===== config.mk =====
export PLATFORM = sky130hd
export DESIGN_NAME = crr_mul_unit
export DESIGN_NICKNAME = d
export VERILOG_FILES = /design/src/hw/rtl/crr_pkg.sv /design/src/hw/rtl/crr_mul_unit.sv
export SDC_FILE = /design/constraint.sdc
export NUM_CORES = 2
export LEC_CHECK = 0
export BUFFER_PORTS_ARGS = -buffer_cell sky130_fd_sc_hd__buf_2
export CORE_AREA = 4 4 374 376
export DETAILED_ROUTE_END_ITERATION = 7
export DIE_AREA = 0 0 378 380
export PLACE_DENSITY = 0.45
export RECOVER_POWER = 100
export SYNTH_ARGS = -nofsm -noshare
export SYNTH_HDL_FRONTEND = slang
export SYNTH_SLANG_ARGS = --single-unit

===== constraint.sdc =====
create_clock -name vclk -period 25.4
set_clock_uncertainty 0.15 [all_clocks]
set_input_delay 2.54 -clock vclk [all_inputs]
set_output_delay 2.54 -clock vclk [all_outputs]
set_load 0.01 [all_outputs]

===== src/hw/rtl/crr_pkg.sv =====
// crr_pkg: shared types and constants for the binomial call pricer.
// Used by the config registers, the shared multiplier and the top level.
// No dependencies.
`timescale 1ns / 1ps

package crr_pkg;

  // Default lattice depth limit
  localparam int MAX_STEPS_DEF = 64;

  localparam int WORD_W    = 32;
  localparam int STEPS_W   = 7;
  localparam int CFG_IDX_W = 3;

  // Register reset values
  localparam logic [WORD_W-1:0]  UP_RST    = 32'h4000_0000;  // 1.0 in Q2.30
  localparam logic [WORD_W-1:0]  DOWN_RST  = 32'h4000_0000;
  localparam logic [WORD_W-1:0]  PROB_RST  = 32'h8000_0000;  // 0.5 in Q0.32
  localparam logic [WORD_W-1:0]  DISC_RST  = 32'h4000_0000;
  localparam logic [STEPS_W-1:0] STEPS_RST = 7'd1;

  // Configuration register map
  typedef enum logic [CFG_IDX_W-1:0] {
    REG_UP_FACTOR   = 3'd0,
    REG_DOWN_FACTOR = 3'd1,
    REG_UP_PROB     = 3'd2,
    REG_DISCOUNT    = 3'd3,
    REG_NUM_STEPS   = 3'd4
  } cfg_reg_t;

  // Configuration bundle from the register block
  typedef struct packed {
    logic [WORD_W-1:0]  up_factor;
    logic [WORD_W-1:0]  down_factor;
    logic [WORD_W-1:0]  up_prob;
    logic [WORD_W-1:0]  discount;
    logic [STEPS_W-1:0] num_steps;
  } cfg_t;

  // Multiplier scaling: Q2.30 factor (shift 30, saturate) or Q0.32 weight (shift 32)
  typedef enum logic {
    MUL_Q30 = 1'b0,
    MUL_Q32 = 1'b1
  } mul_op_t;

  // Request into the shared multiplier; a is 33 bits to carry 1-p = 1.0
  typedef struct packed {
    mul_op_t           op;
    logic [WORD_W:0]   a;
    logic [WORD_W-1:0] b;
  } mul_req_t;

endpackage


===== src/hw/rtl/crr_mul_unit.sv =====
// crr_mul_unit: the single shared fixed-point multiplier with scaling and
// saturation. Combinational; the caller registers the result. Depends on crr_pkg.
`timescale 1ns / 1ps

module crr_mul_unit import crr_pkg::*; (
  input  mul_req_t          req,
  output logic [WORD_W-1:0] res,
  output logic              sat
);

  logic [2*WORD_W:0] prod;

  assign prod = (2*WORD_W+1)'(req.a) * (2*WORD_W+1)'(req.b);

  // Scale back to Q16.16
  always_comb begin
    case (req.op)
      MUL_Q30: begin
        sat = |prod[2*WORD_W:2*WORD_W-2];
        res = sat ? '1 : prod[2*WORD_W-3:WORD_W-2];
      end
      MUL_Q32: begin
        // a <= 2^32 so the top product bit stays clear
        sat = 1'b0;
        res = prod[2*WORD_W-1:WORD_W];
      end
      default: begin
        sat = 1'b0;
        res = '0;
      end
    endcase
  end

endmodule


==> metrics.csv <==
stage;metric;value;unit
placement;DP HPWL;86.0;mm
worst_hold_path;hold endpoint;sat;
worst_hold_path;Worst Hold Class;input port to primary output;
route;drt pass-1 iters;6;
worst_setup_path;Worst EP required;22.71;ns
worst_hold_path;hold path depth;3;
global_route;Global Route Usage Sum;15.8;%
logic_synthesis;most frequent cells after synthesis;925 x fa_1, 898 x inv_1, 638 x nand2_1;
die;Die Ht;380;um
worst_setup_path;critical path class;input port to primary output;
die;core area;0.137;mm2
placement;port bufs;99;
logic_synthesis;Post-Syn Nets;5074;
route;DR vias/cell;4.52;
logic_synthesis;Avg Cell Area, Syn;8.91;um2
worst_setup_path;Worst EP arrival;13.48;ns
finish;Reg area;0;um2
die;initial core utilization;24.9;%
worst_hold_path;Worst Hold Launch;req[65];
logic_synthesis;top cell type's share of synthesized area;54.4;%
sta;RSZ-0062 raised after global routing;false;
route;DR vias;25018;
route;Final ANT Viol Nets;0;
die;Row Count;136;
placement;GPL Wtd Cong;0.842;
finish;# fillers;15066;
sta;Final Setup Violations;0;
finish;clkbuf count;0;
logic_synthesis;Area contributors post-synth;fa_1 54%, inv_1 9.9%, ha_1 9.6%;
worst_setup_path;Setup crit end kind;primary output;
clock_network;post-CTS sizing;0;
placement;placed cell count;5526;
finish;Nets;4986;
route;# DRC;0;
run_status;status;complete, but fails checks;
global_route;largest net degree at the start of global routing;35;
logic_synthesis;Synth Instances;3822;
route;WL final;112;mm
sta;Worst slew margin;-76.0;%
finish;FFs & Latches;0;
finish;non-filler cells, final;5535;
global_route;initial antenna violation count;21;
logic_synthesis;Synth cell types;70;
sta;Slew @ Worst Pin;2.64;ns
worst_setup_path;Worst setup SP type;input port;
global_route;GR Util met1;21.1;%
sta;Tmin final;16.17;ns
global_route;global routing usage on met2;28.6;%
clock_network;cts hold-fix bufs;0;
job;Max-Cap Viols;1;
sta;Pins Over Slew Limit;35;
global_route;GR Util met3;0.736;%
sta;Hold Fails Final Rpt;0;
global_route;grt total ovfl;0;
logic_synthesis;most common cell in the netlist;fa_1;
logic_synthesis;synth warn;0;
logic_synthesis;Syn Std Cell Area;0.0340;mm2
logic_synthesis;leading area contributor after synthesis;fa_1;
finish;share of layout cells above drive strength 1;3.03;%
sta;setup_tns;0;ns
worst_setup_path;Max FO, Critical Path;34;
route;initial DRC count;1386;
logic_synthesis;sequential area share after synthesis;0;%
die;Die Area;0.144;mm2
sta;fmax;0.0618;GHz
finish;area grow syn2layout;6.10;%
die;IO Pins;99;
route;Avg WL per Cell;20.3;um
global_route;global-route wire length before repair;174;mm
sta;Final period util;63.7;%
global_route;vias in the first global route;27695;
run_status;failing checks;capacitance limit, slew limit;
clock_network;Setup Buffers After CTS;0;
global_route;Most Used Layer, Global Route;met2;
die;die width;378;um
cells by family after synthesis:
logic type | after synthesis | synth area share (%)
compound gates | 254 | 5.01
xor+xnor | 37 | 0.952
mux | 1 | 0.0294
buf+inv | 1116 | 12.4
simple gates | 1228 | 17.6
fa+ha+maj | 1186 | 64.0
cell type report:
cell class | instances | area, um2 | share of cell area [%]
antenna | 9 | 22.5 | 0.0624
inverter | 898 | 3370 | 9.33
multi-input combinational | 2706 | 29800 | 82.5
tap | 1794 | 2240 | 6.22
timing repair buffer | 128 | 677 | 1.87
layout by cell type (no fill, tap or decap), types with 9 or more instances in the layout:
| cell type | n |
|---|---|
| ha_1 | 261 |
| inv_1 | 898 |
| xnor2_1 | 22 |
| buf_2 | 70 |
| o21ai_0 | 32 |
| a21oi_1 | 76 |
| nand2_1 | 638 |
| and2_1 | 463 |
| nor2_1 | 42 |
| nand3_1 | 9 |
| diode_2 | 9 |
| a21o_1 | 25 |
| o21a_1 | 12 |
| buf_4 | 29 |
| a22oi_1 | 21 |
| clkbuf_1 | 29 |
| fa_1 | 925 |
| nand4_1 | 30 |
| o21bai_1 | 10 |
| xor2_1 | 15 |
| o21ai_1 | 15 |
stage by stage:
| stage | utilization (%) | worst slack [ns] | cell area (um2) | hold WS (ns) |
|---|---|---|---|---|
| global route | 26.4 | 8.82 | 36100 | 5.64 |
| detailed placement | 26.4 | 11.41 | 36100 | 5.59 |
| global placement | 26.4 | 11.42 | 36100 | 5.59 |
| CTS | 26.4 | 11.39 | 36100 | 5.59 |
| floorplan | - | 13.04 | 34000 | 5.26 |
| finish | 26.4 | 9.23 | 36100 | 5.57 |
worst max-delay path, stage by stage:
cell and delay [ns]:
clkbuf_1 1.82, nand2_1 0.27, fa_1 0.64, inv_1 0.05, fa_1 0.47, inv_1 0.05
fa_1 0.49, inv_1 0.06, fa_1 0.58, fa_1 0.46, fa_1 0.50, inv_1 0.05
fa_1 0.58, inv_1 0.07, ha_1 0.28, ha_1 0.44, nand4_1 0.32, or4_1 0.63
nor4b_1 0.81, o21ai_0 0.22, o2111ai_1 0.17, o311a_1 0.61, and2_0 0.88, a22oi_1 0.21
clkbuf_1 0.18
worst max path at each step:
stage,startpoint,end,slack [ns],depth (start not counted)
after global placement,req[8],res[29],11.42,25
after detailed placement,req[20],res[27],11.41,25
after floorplan,req[8],res[18],13.04,29
after CTS,req[20],res[27],11.39,25
final,req[20],res[29],9.23,25
after global routing,req[20],res[28],8.82,25
metal layers:
layer,vias to the layer above,wire length [um]
li1,10948,-
met1,13391,47700
met2,562,57700
met3,113,4330
met4,4,2560
met5,-,27
