File: src/hw/rtl/crr_pkg.sv
// crr_pkg: shared types and constants for the binomial call pricer.
// Used by the config registers, the shared multiplier and the top level.
// No dependencies.
`timescale 1ns / 1ps

package crr_pkg;

  // Default lattice depth limit
  localparam int MAX_STEPS_DEF = 64;

  localparam int WORD_W    = 32;
  localparam int STEPS_W   = 7;
  localparam int CFG_IDX_W = 3;

  // Register reset values
  localparam logic [WORD_W-1:0]  UP_RST    = 32'h4000_0000;  // 1.0 in Q2.30
  localparam logic [WORD_W-1:0]  DOWN_RST  = 32'h4000_0000;
  localparam logic [WORD_W-1:0]  PROB_RST  = 32'h8000_0000;  // 0.5 in Q0.32
  localparam logic [WORD_W-1:0]  DISC_RST  = 32'h4000_0000;
  localparam logic [STEPS_W-1:0] STEPS_RST = 7'd1;

  // Configuration register map
  typedef enum logic [CFG_IDX_W-1:0] {
    REG_UP_FACTOR   = 3'd0,
    REG_DOWN_FACTOR = 3'd1,
    REG_UP_PROB     = 3'd2,
    REG_DISCOUNT    = 3'd3,
    REG_NUM_STEPS   = 3'd4
  } cfg_reg_t;

  // Configuration bundle from the register block
  typedef struct packed {
    logic [WORD_W-1:0]  up_factor;
    logic [WORD_W-1:0]  down_factor;
    logic [WORD_W-1:0]  up_prob;
    logic [WORD_W-1:0]  discount;
    logic [STEPS_W-1:0] num_steps;
  } cfg_t;

  // Multiplier scaling: Q2.30 factor (shift 30, saturate) or Q0.32 weight (shift 32)
  typedef enum logic {
    MUL_Q30 = 1'b0,
    MUL_Q32 = 1'b1
  } mul_op_t;

  // Request into the shared multiplier; a is 33 bits to carry 1-p = 1.0
  typedef struct packed {
    mul_op_t           op;
    logic [WORD_W:0]   a;
    logic [WORD_W-1:0] b;
  } mul_req_t;

endpackage

File: src/hw/rtl/crr_cfg_regs.sv
// crr_cfg_regs: configuration register block (lattice factors and step count).
// Depends on crr_pkg.
`timescale 1ns / 1ps

module crr_cfg_regs import crr_pkg::*; (
  input  logic                 clk,
  input  logic                 rst_n,
  input  logic                 wr_en,
  input  logic [CFG_IDX_W-1:0] wr_index,
  input  logic [WORD_W-1:0]    wr_data,
  output cfg_t                 cfg
);

  cfg_t cfg_r;

  // Register write decode; unknown indexes are dropped
  always_ff @(posedge clk) begin
    if (!rst_n) begin
      cfg_r.up_factor   <= UP_RST;
      cfg_r.down_factor <= DOWN_RST;
      cfg_r.up_prob     <= PROB_RST;
      cfg_r.discount    <= DISC_RST;
      cfg_r.num_steps   <= STEPS_RST;
    end else if (wr_en) begin
      unique case (wr_index)
        REG_UP_FACTOR:   cfg_r.up_factor   <= wr_data;
        REG_DOWN_FACTOR: cfg_r.down_factor <= wr_data;
        REG_UP_PROB:     cfg_r.up_prob     <= wr_data;
        REG_DISCOUNT:    cfg_r.discount    <= wr_data;
        REG_NUM_STEPS:   cfg_r.num_steps   <= wr_data[STEPS_W-1:0];
        default: ;
      endcase
    end
  end

  assign cfg = cfg_r;

endmodule

File: config.mk
export PLATFORM = sky130hd
export DESIGN_NAME = crr_cfg_regs
export DESIGN_NICKNAME = d
export VERILOG_FILES = /design/src/hw/rtl/crr_pkg.sv /design/src/hw/rtl/crr_cfg_regs.sv
export SDC_FILE = /design/constraint.sdc
export NUM_CORES = 1
export LEC_CHECK = 0
export BUFFER_PORTS_ARGS = -buffer_cell sky130_fd_sc_hd__buf_2
export CELL_PAD_IN_SITES_DETAIL_PLACEMENT = 0
export CELL_PAD_IN_SITES_GLOBAL_PLACEMENT = 1
export CORE_ASPECT_RATIO = 1.2
export CORE_MARGIN = 8
export CORE_UTILIZATION = 39
export DETAILED_ROUTE_END_ITERATION = 12
export GPL_TIMING_DRIVEN = 0
export HOLD_SLACK_MARGIN = 0.02
export PLACE_DENSITY = 0.84
export SETUP_SLACK_MARGIN = 0.15
export SKIP_LAST_GASP = 1
export SYNTH_ARGS = -nofsm -noshare
export SYNTH_HDL_FRONTEND = slang
export SYNTH_SLANG_ARGS = --single-unit
File: constraint.sdc
create_clock -name clk -period 2.01 [get_ports clk]
set_clock_uncertainty 0.1 [all_clocks]
set_input_delay 0 -clock clk [delete_from_list [all_inputs] [get_ports clk]]
set_output_delay 0 -clock clk [all_outputs]
set_load 0.02 [all_outputs]
==> results of run 1 <==
Yosys cell counts:
master | count | area share
nor4bb_1 | 1 | 0.0020
buf_2 | 12 | 0.012
nand4bb_1 | 3 | 0.0068
nand4b_1 | 1 | 0.0018
nand2_1 | 162 | 0.12
clkbuf_1 | 19 | 0.014
nor4b_4 | 1 | 0.0048
and4bb_2 | 1 | 0.0025
buf_4 | 4 | 0.0060
nor2b_1 | 8 | 0.010
dfxtp_1 | 135 | 0.54
or4b_1 | 1 | 0.0020
mux2i_1 | 135 | 0.27
buf_6 | 1 | 0.0023
metal layers:
| layer | GRT usage | up-vias | share of wire |
|---|---|---|---|
| met1 | 0.201 | 2025 | 0.42 |
| met5 | 0 | - | 0 |
| li1 | - | 2055 | - |
| met4 | 0.0761 | 0 | 0.024 |
| met2 | 0.318 | 134 | 0.50 |
| met3 | 0.0607 | 27 | 0.063 |
worst min-delay path by stage:
stage                           start  endpoint
final                           rst_n    cfg[1]
after global routing            rst_n    cfg[1]
after global placement     wr_data[0]    cfg[0]
after detailed placement   wr_data[0]    cfg[0]
after CTS                       rst_n    cfg[4]
after floorplan           wr_data[30]   cfg[69]
layout by cell type, fill, tap and decap left out, drive strengths merged:
cell type    instances
and4bb               1
dlygate4sd3         36
nor4b                1
bufinv               2
or4b                 1
nand4bb              3
inv                  1
nor2b                8
nand2              162
clkinv               7
nor4bb               1
mux2i              135
nand4b               1
clkinvlp             2
clkbuf              39
buf                186
dfxtp              135
kinds of logic after synthesis:
logic type	count (synthesis)	share of synthesized area
buffers and inverters	36	0.0346
DFF	135	0.542
muxes	135	0.271
and+or+nand+nor	178	0.152
metrics by stage:
step	setup slack (ns)	instances	power (mW)
2_1_floorplan	0.843	484	3.09
3_3_place_gp	0.485	817	3.26
3_5_place_dp	0.435	817	3.27
4_1_cts	0.516	885	6.36
5_1_grt	0.411	885	6.51
6_report	0.531	885	6.29
timing repair:
action | 4_1_cts | 5_1_grt
hold endpoints to repair | 135 | 0
resized for setup | 0 | 0
hold buffers | 36 | 0
where the power goes:
group / switching (mW) / leakage, nW / total (mW) / internal, mW
clock: 1.14 / 0.286 / 3.03 / 1.89
sequential: 0.0313 / 1.09 / 2.77 / 2.74
combinational: 0.298 / 2.34 / 0.492 / 0.194
worst register-to-register path, delay by kind of cell, from the launching register on:
family | cells | cell delay (ns)
flip-flops | 1 | 0.34
multiplexers | 1 | 0.17
AND/OR/NAND/NOR | 1 | 0.07
layout make-up:
class	instances	area share
multi-input combinational	313	0.302
clock inverter	12	0.0181
buffer	36	0.0247
tap	164	0.0294
timing repair buffer	205	0.173
sequential	135	0.387
clock buffer	20	0.0654
==> flow_metrics.py, run 1 <==
metrics = {
    "run_status": {
        "status": "completed",
    },
    "global_routing": {
        "grt_max_degree": 17,
        "grt_use_total": 0.184,
        "gr-total-overflow": 0,
        "antenna_found_initial": 0,
        "grt_pass1_vias": 4588,
        "grt_pass1_wl_um": 24400,
    },
    "worst_setup_path": {
        "reg2reg_slack_ns": 1.26,
        "worst-path-buf-inv": 3,
        "rr_worst_depth": 2,
        "r2r_end": "cfg[19]",
        "crit_required_ns": 2.24,
        "crit_path_cell_trace": "dlygate4sd3_1, buf_2, nor4b_4, buf_4, mux2i_1",
        "path_delay_family": "buffers and inverters",
        "slowest_delay_ns": 0.55,
        "critPathMaxFanout": 10,
        "crit_path_start_kind": "primary input",
        "critPathSlowestCell": "dlygate4sd3_1",
        "end_kind": "flip-flop",
        "cp.depth": 5,
        "critical_path_arrival_ns": 1.71,
        "reg2reg_from": "cfg[19]",
        "worstSetupEndpoint": "cfg[121]",
        "path_class": "in -> reg",
        "crit_start": "wr_index[0]",
    },
    "sta": {
        "rsz0062_at_grt": "false",
        "worst-slew-pin-transition_ns": 0.651,
        "drv_slew": 0,
        "fin_tns_setup_ns": 0,
        "whs_ns": 0.126,
        "fmax_ghz": 0.676,
        "finalCritPeriodShare": 0.736,
        "hold_viol_final": 0,
        "setup_violations": 0,
        "slew_headroom": 0.566,
        "min_period_ns": 1.48,
    },
    "cells_and_area": {
        "antennaDiodeCount": 0,
        "fill_cells": 1142,
        "area_delta_synth_final_pct": 40.0,
        "multi_input_area_um2": 2110,
        "seq_area_um2": 2700,
        "largest_reg_flops": 135,
        "fin_nets": 746,
        "final_area_um2": 6980,
        "layout-drive-gt1-share": 0.304,
        "final_core_util": 0.556,
    },
    "yosys": {
        "avgSynthCellArea_um2": 10.3,
        "synth_warnings": 0,
        "synth_nets": 522,
        "synth_cell_types": 14,
        "synth-seq-area-share": 0.542,
        "ys_ff_latch": 135,
        "synthesis.area_um2": 4980,
        "syn_inst": 484,
    },
    "floorplanning": {
        "die_h_um": 140,
        "core_area_um2": 12600,
        "fp.dieW_um": 119,
        "die-area_um2": 16700,
        "rows": 45,
        "pin_count": 173,
        "start_util": 0.397,
    },
    "clock_network": {
        "cts_tree": "yes",
        "h-tree-depth": 4,
        "clk_latency_ns": 0.40,
        "numCtsBuffers": 17,
        "cts_setup_buffers": 0,
        "clock_path_buffers": 2,
        "cts.sinks": 135,
        "cts_root_buffer": "clkbuf_16",
        "clkTransAtPathRegs_ns": 0.06,
    },
    "drt": {
        "drc": 0,
        "drtIter0Drc": 164,
        "routed_wl_um": 15100,
        "ant_nets": 0,
        "wl_per_cell_um": 17.1,
        "vias": 4241,
        "dr.pass1.iters": 4,
        "avgViaCountPerCell": 4.79,
    },
    "placement": {
        "globalplace.congestion": 0.744,
        "dpl-instance-area_um2": 6030,
        "place_hpwl_um": 11100,
        "port_buffers": 169,
    },
    "job": {
        "maxCapViolations": 0,
    },
    "power_and_ir_drop": {
        "p_leak_nw": 3.72,
        "p_per_area_nw_per_um2": 901,
        "ir_worst_vdd_mv": 0.373,
    },
    "worst_hold_path": {
        "hold_path_class": "in -> reg",
        "hold_path_depth": 4,
    },
}
Power figures use the tool's default switching activity.
==> inputs of run 2 (changes only) <==
--- a/config.mk
+++ b/config.mk
@@ -10,11 +10,11 @@
 export CELL_PAD_IN_SITES_GLOBAL_PLACEMENT = 1
 export CORE_ASPECT_RATIO = 1.2
 export CORE_MARGIN = 8
-export CORE_UTILIZATION = 39
+export CORE_UTILIZATION = 37
 export DETAILED_ROUTE_END_ITERATION = 12
 export GPL_TIMING_DRIVEN = 0
 export HOLD_SLACK_MARGIN = 0.02
-export PLACE_DENSITY = 0.84
+export PLACE_DENSITY = 0.81
 export SETUP_SLACK_MARGIN = 0.15
 export SKIP_LAST_GASP = 1
 export SYNTH_ARGS = -nofsm -noshare
==> constraint.sdc (replaced) <==
create_clock -name clk -period 1.4 [get_ports clk]
set_clock_uncertainty 0.1 [all_clocks]
set_input_delay 0 -clock clk [delete_from_list [all_inputs] [get_ports clk]]
set_output_delay 0 -clock clk [all_outputs]
set_load 0.02 [all_outputs]
==> flow_metrics.py, run 2 (same netlist as run 1, synthesis figures left out) <==
metrics = {
    "worst_setup_path": {
        "critPathSlowestCell": "dlygate4sd3_1",
        "r2r_end": "cfg[101]",
        "path_class": "in -> reg",
        "critPathMaxFanout": 8,
        "crit_start": "wr_index[0]",
        "crit_path_cell_trace": "buf_2, nor4b_4, dlygate4sd3_1, mux2i_1",
        "slowest_delay_ns": 0.68,
        "path_delay_family": "buffers and inverters",
        "crit_required_ns": 1.64,
        "critical_path_arrival_ns": 1.38,
        "rr_worst_depth": 2,
        "worst-path-buf-inv": 2,
        "crit_path_start_kind": "primary input",
        "reg2reg_slack_ns": 0.63,
        "reg2reg_from": "cfg[101]",
        "end_kind": "flip-flop",
    },
    "global_routing": {
        "gr-total-overflow": 0,
        "grt_pass1_vias": 4409,
        "antenna_found_initial": 2,
        "grt_max_degree": 17,
        "grt_use_total": 0.174,
        "grt_pass1_wl_um": 23500,
    },
    "cells_and_area": {
        "final_core_util": 0.530,
        "fill_cells": 1263,
        "final_common_cell": "buf_2",
        "final_cell_mix": "buf_2 (181), nand2_1 (162), mux2i_1 (135), dfxtp_1 (135), dlygate4sd3_1 (33)",
        "layout-drive-gt1-share": 0.308,
        "area_delta_synth_final_pct": 40.2,
        "largest_reg_flops": 135,
        "fin_nets": 743,
        "final_cells": 887,
    },
    "clock_network": {
        "cts.sinks": 135,
        "cts_setup_buffers": 0,
        "h-tree-depth": 4,
        "clk_latency_ns": 0.41,
        "clock_path_buffers": 2,
        "clkTransAtPathRegs_ns": 0.06,
        "cts_tree": "yes",
        "cts_root_buffer": "clkbuf_16",
        "numCtsBuffers": 17,
    },
    "floorplanning": {
        "start_util": 0.378,
        "fp.dieW_um": 122,
        "core_area_um2": 13200,
        "pin_count": 173,
        "die_h_um": 143,
        "rows": 46,
        "die-area_um2": 17500,
    },
    "run_status": {
        "status": "completed",
    },
    "power_and_ir_drop": {
        "ir_worst_vdd_mv": 0.584,
        "p_total_mw": 9.24,
        "p_leak_nw": 3.72,
        "p_per_area_nw_per_um2": 1320,
    },
    "sta": {
        "hold_viol_final": 0,
        "fmax_ghz": 0.874,
        "finalCritPeriodShare": 0.817,
        "fin_tns_setup_ns": 0,
        "min_period_ns": 1.14,
        "drv_slew": 0,
        "worst-slew-pin-transition_ns": 0.611,
        "rsz0062_at_grt": "false",
        "slew_headroom": 0.593,
        "setup_violations": 0,
    },
    "placement": {
        "place_hpwl_um": 11300,
        "post-place-cells": 821,
        "globalplace.congestion": 0.778,
        "port_buffers": 169,
    },
    "drt": {
        "vias": 4156,
        "wl_per_cell_um": 17.1,
        "drc": 0,
        "drtIter0Drc": 188,
        "routed_wl_um": 15200,
        "dr.pass1.iters": 4,
        "avgViaCountPerCell": 4.69,
        "ant_nets": 0,
    },
    "worst_hold_path": {
        "hold_path_depth": 3,
        "hold_path_class": "in -> reg",
        "hp-start": "wr_en",
        "min_to": "cfg[69]",
    },
    "job": {
        "maxCapViolations": 0,
    },
}
-- run 2: timing repair --
action	4_1_cts	5_1_grt
gates resized for setup	0	2
endpoints found under the setup margin	0	24
hold endpoints to repair	135	0
hold buffers	33	0
-- run 2: routing by layer --
layer / up-vias / share of wire / track usage
met5: - / 0.00086 / 0
met4: 2 / 0.020 / 0.0755
met3: 23 / 0.077 / 0.0585
met2: 117 / 0.50 / 0.300
met1: 1967 / 0.40 / 0.191
li1: 2047 / - / -
-- run 2: how the worst max path moves through the flow --
stage,endpoint,depth (start not counted)
4_1_cts,cfg[69],5
6_report,cfg[103],4
2_1_floorplan,cfg[133],4
5_1_grt,cfg[134],4
3_5_place_dp,cfg[69],5
3_3_place_gp,cfg[69],5
-- run 2: worst min-delay path: stages --
cell,delay (ns)
buf_2,0.14
and4bb_2,0.28
mux2i_1,0.08
-- run 2: area by class of cell --
type                       instances  area (um2)  share of cell area
clock buffer                      18         439              0.0629
timing repair buffer             202        1180               0.168
buffer                            36         174              0.0249
antenna                            1        2.50            0.000358
clock inverter                    14         173              0.0247
multi-input combinational        313        2110               0.302
sequential                       135        2700               0.387
tap                              168         210              0.0301
-- run 2: metrics by stage --
step | setup slack (ns) | area [um2] | hold WS (ns)
finish | 0.256 | 6990 | 0.0484
global route | 0.212 | 6990 | 0.0568
CTS | 0.252 | 6980 | 0.0378
detailed placement | -0.181 | 6040 | 0.202
global placement | -0.117 | 6040 | 0.174
floorplan | 0.233 | 4980 | 0.0422
-- run 2: report_power, final --
group	switching, mW	total [mW]	internal, mW
clock network	1.72	4.58	2.86
registers	0.0439	3.97	3.93
logic	0.425	0.698	0.273
total	2.19	9.24	7.06
==> inputs of run 3 (changes only) <==
==> constraint.sdc (replaced) <==
create_clock -name clk -period 1.1 [get_ports clk]
set_clock_uncertainty 0.1 [all_clocks]
set_input_delay 0 -clock clk [delete_from_list [all_inputs] [get_ports clk]]
set_output_delay 0 -clock clk [all_outputs]
set_load 0.02 [all_outputs]
==> flow_metrics.py, run 3 (same netlist as run 1, synthesis figures left out) <==
metrics = {
    "sta": {
        "finalCritPeriodShare": 0.894,
        "worst-slew-pin-transition_ns": 0.586,
        "whs_ns": -0.0467,
        "drv_slew": 0,
        "slew_headroom": 0.609,
        "hold_viol_final": 23,
        "rsz0062_at_grt": "true",
        "fin_tns_setup_ns": 0,
        "min_period_ns": 0.984,
        "setup_violations": 0,
        "fmax_ghz": 1.02,
    },
    "global_routing": {
        "antenna_found_initial": 0,
        "grt_max_degree": 17,
        "grt_pass1_vias": 4671,
        "gr-total-overflow": 0,
        "grt_pass1_wl_um": 25300,
        "grt_use_total": 0.187,
    },
    "clock_network": {
        "cts_root_buffer": "clkbuf_16",
        "h-tree-depth": 4,
        "hold_buffers": 32,
        "clk_latency_ns": 0.40,
        "clkTransAtPathRegs_ns": 0.06,
        "cts_tree": "yes",
        "numCtsBuffers": 17,
        "cts.sinks": 135,
        "clock_path_buffers": 2,
    },
    "drt": {
        "dr.pass1.iters": 4,
        "vias": 4464,
        "ant_nets": 0,
        "routed_wl_um": 17000,
        "drtIter0Drc": 201,
        "avgViaCountPerCell": 4.78,
        "wl_per_cell_um": 18.2,
        "drc": 0,
    },
    "floorplanning": {
        "rows": 46,
        "pin_count": 173,
        "core_area_um2": 13200,
        "die_h_um": 143,
        "die-area_um2": 17500,
        "fp.dieW_um": 122,
        "start_util": 0.378,
    },
    "worst_setup_path": {
        "rr_worst_depth": 4,
        "crit_required_ns": 1.00,
        "cp.depth": 1,
        "path_class": "reg -> out",
        "crit_path_start_kind": "flip-flop",
        "crit_start": "cfg[121]",
        "slowest_delay_ns": 0.35,
        "crit_path_cell_trace": "buf_6",
        "critPathSlowestCell": "dfxtp_2",
        "critPathMaxFanout": 2,
        "worstSetupEndpoint": "cfg[121]",
        "reg2reg_from": "cfg[12]",
        "path_delay_family": "flip-flops",
        "r2r_end": "cfg[12]",
        "worst-path-buf-inv": 1,
        "critical_path_arrival_ns": 0.88,
        "reg2reg_slack_ns": 0.17,
        "end_kind": "primary output",
    },
    "cells_and_area": {
        "layout-drive-gt1-share": 0.547,
        "multi_input_area_um2": 2110,
        "antennaDiodeCount": 0,
        "seq_area_um2": 2870,
        "largest_reg_flops": 135,
        "fin_nets": 791,
        "final_cell_mix": "nand2_1 (161), buf_6 (140), mux2i_1 (135), dfxtp_2 (135), buf_4 (57)",
        "final_cells": 934,
        "final_common_cell": "nand2_1",
        "fill_cells": 1019,
        "area_delta_synth_final_pct": 68.1,
    },
    "worst_hold_path": {
        "hold_path_class": "in -> reg",
    },
    "power_and_ir_drop": {
        "ir_worst_vdd_mv": 0.895,
        "p_per_area_nw_per_um2": 1400,
        "p_leak_nw": 4.18,
    },
    "run_status": {
        "violations": "negative hold slack",
        "status": "complete, but fails checks",
    },
    "placement": {
        "place_hpwl_um": 11300,
        "port_buffers": 169,
        "post-place-cells": 821,
        "globalplace.congestion": 0.748,
    },
    "job": {
        "maxCapViolations": 0,
    },
}
==> run 3: cell types whose count changed in the layout (fill, tap and decap cells not counted), moves of 2 or more <==
cell	before	now
buf_6	1	140
buf_4	4	57
dfxtp_2	0	135
buf_2	181	37
clkbuf_2	1	14
dfxtp_1	135	0
bufinv_16	3	1
clkbuf_1	18	5
==> run 3: stage by stage <==
stage	cell area [um2]	setup WS, ns	power, mW	utilization
6_report	8380	0.116	11.7	0.636
5_1_grt	8380	0.0922	12.1	0.636
4_1_cts	8140	0.103	11.7	0.618
2_1_floorplan	5030	-0.0145	5.66	-
3_5_place_dp	6090	-0.266	5.98	0.462
3_3_place_gp	6090	-0.214	5.97	0.462
==> run 3: metal layers <==
metal	up-vias	wire, um	GRT usage
met5	-	0	0
li1	2134	-	-
met1	2167	6550	0.198
met3	19	1200	0.0656
met2	144	8940	0.336
met4	0	314	0.0625
==> run 3: report_power, final <==
part	switching (mW)	leakage, nW	internal, mW
clock	2.24	0.276	3.25
sequential	0.0847	1.15	5.02
combinational	0.570	2.75	0.529
total	2.89	4.18	8.80
==> run 3: area by class of cell <==
cell class	count	area share
Timing Repair Buffer	250	0.284
Tap cell	168	0.0251
Sequential cell	135	0.343
Multi-Input combinational cell	313	0.252
Clock buffer	19	0.0541
Buffer	36	0.0281
Clock inverter	13	0.0143
==> run 3: timing repair <==
action	in CTS	in global routing
setup endpoints to repair	136	222
buffers inserted	19	30
resized for setup	406	19
hold endpoints to repair	135	35
pin swaps	0	1
==> run 3: worst min path at each step <==
stage	startpoint	endpoint	slack, ns	cells past startpoint
after floorplan	wr_data[30]	cfg[69]	0.04	2
after global placement	wr_data[0]	cfg[0]	0.18	3
after detailed placement	wr_data[0]	cfg[0]	0.19	3
after CTS	wr_index[1]	cfg[103]	-0.19	3
after global routing	wr_index[1]	cfg[103]	-0.04	4
final	wr_index[1]	cfg[103]	-0.05	4
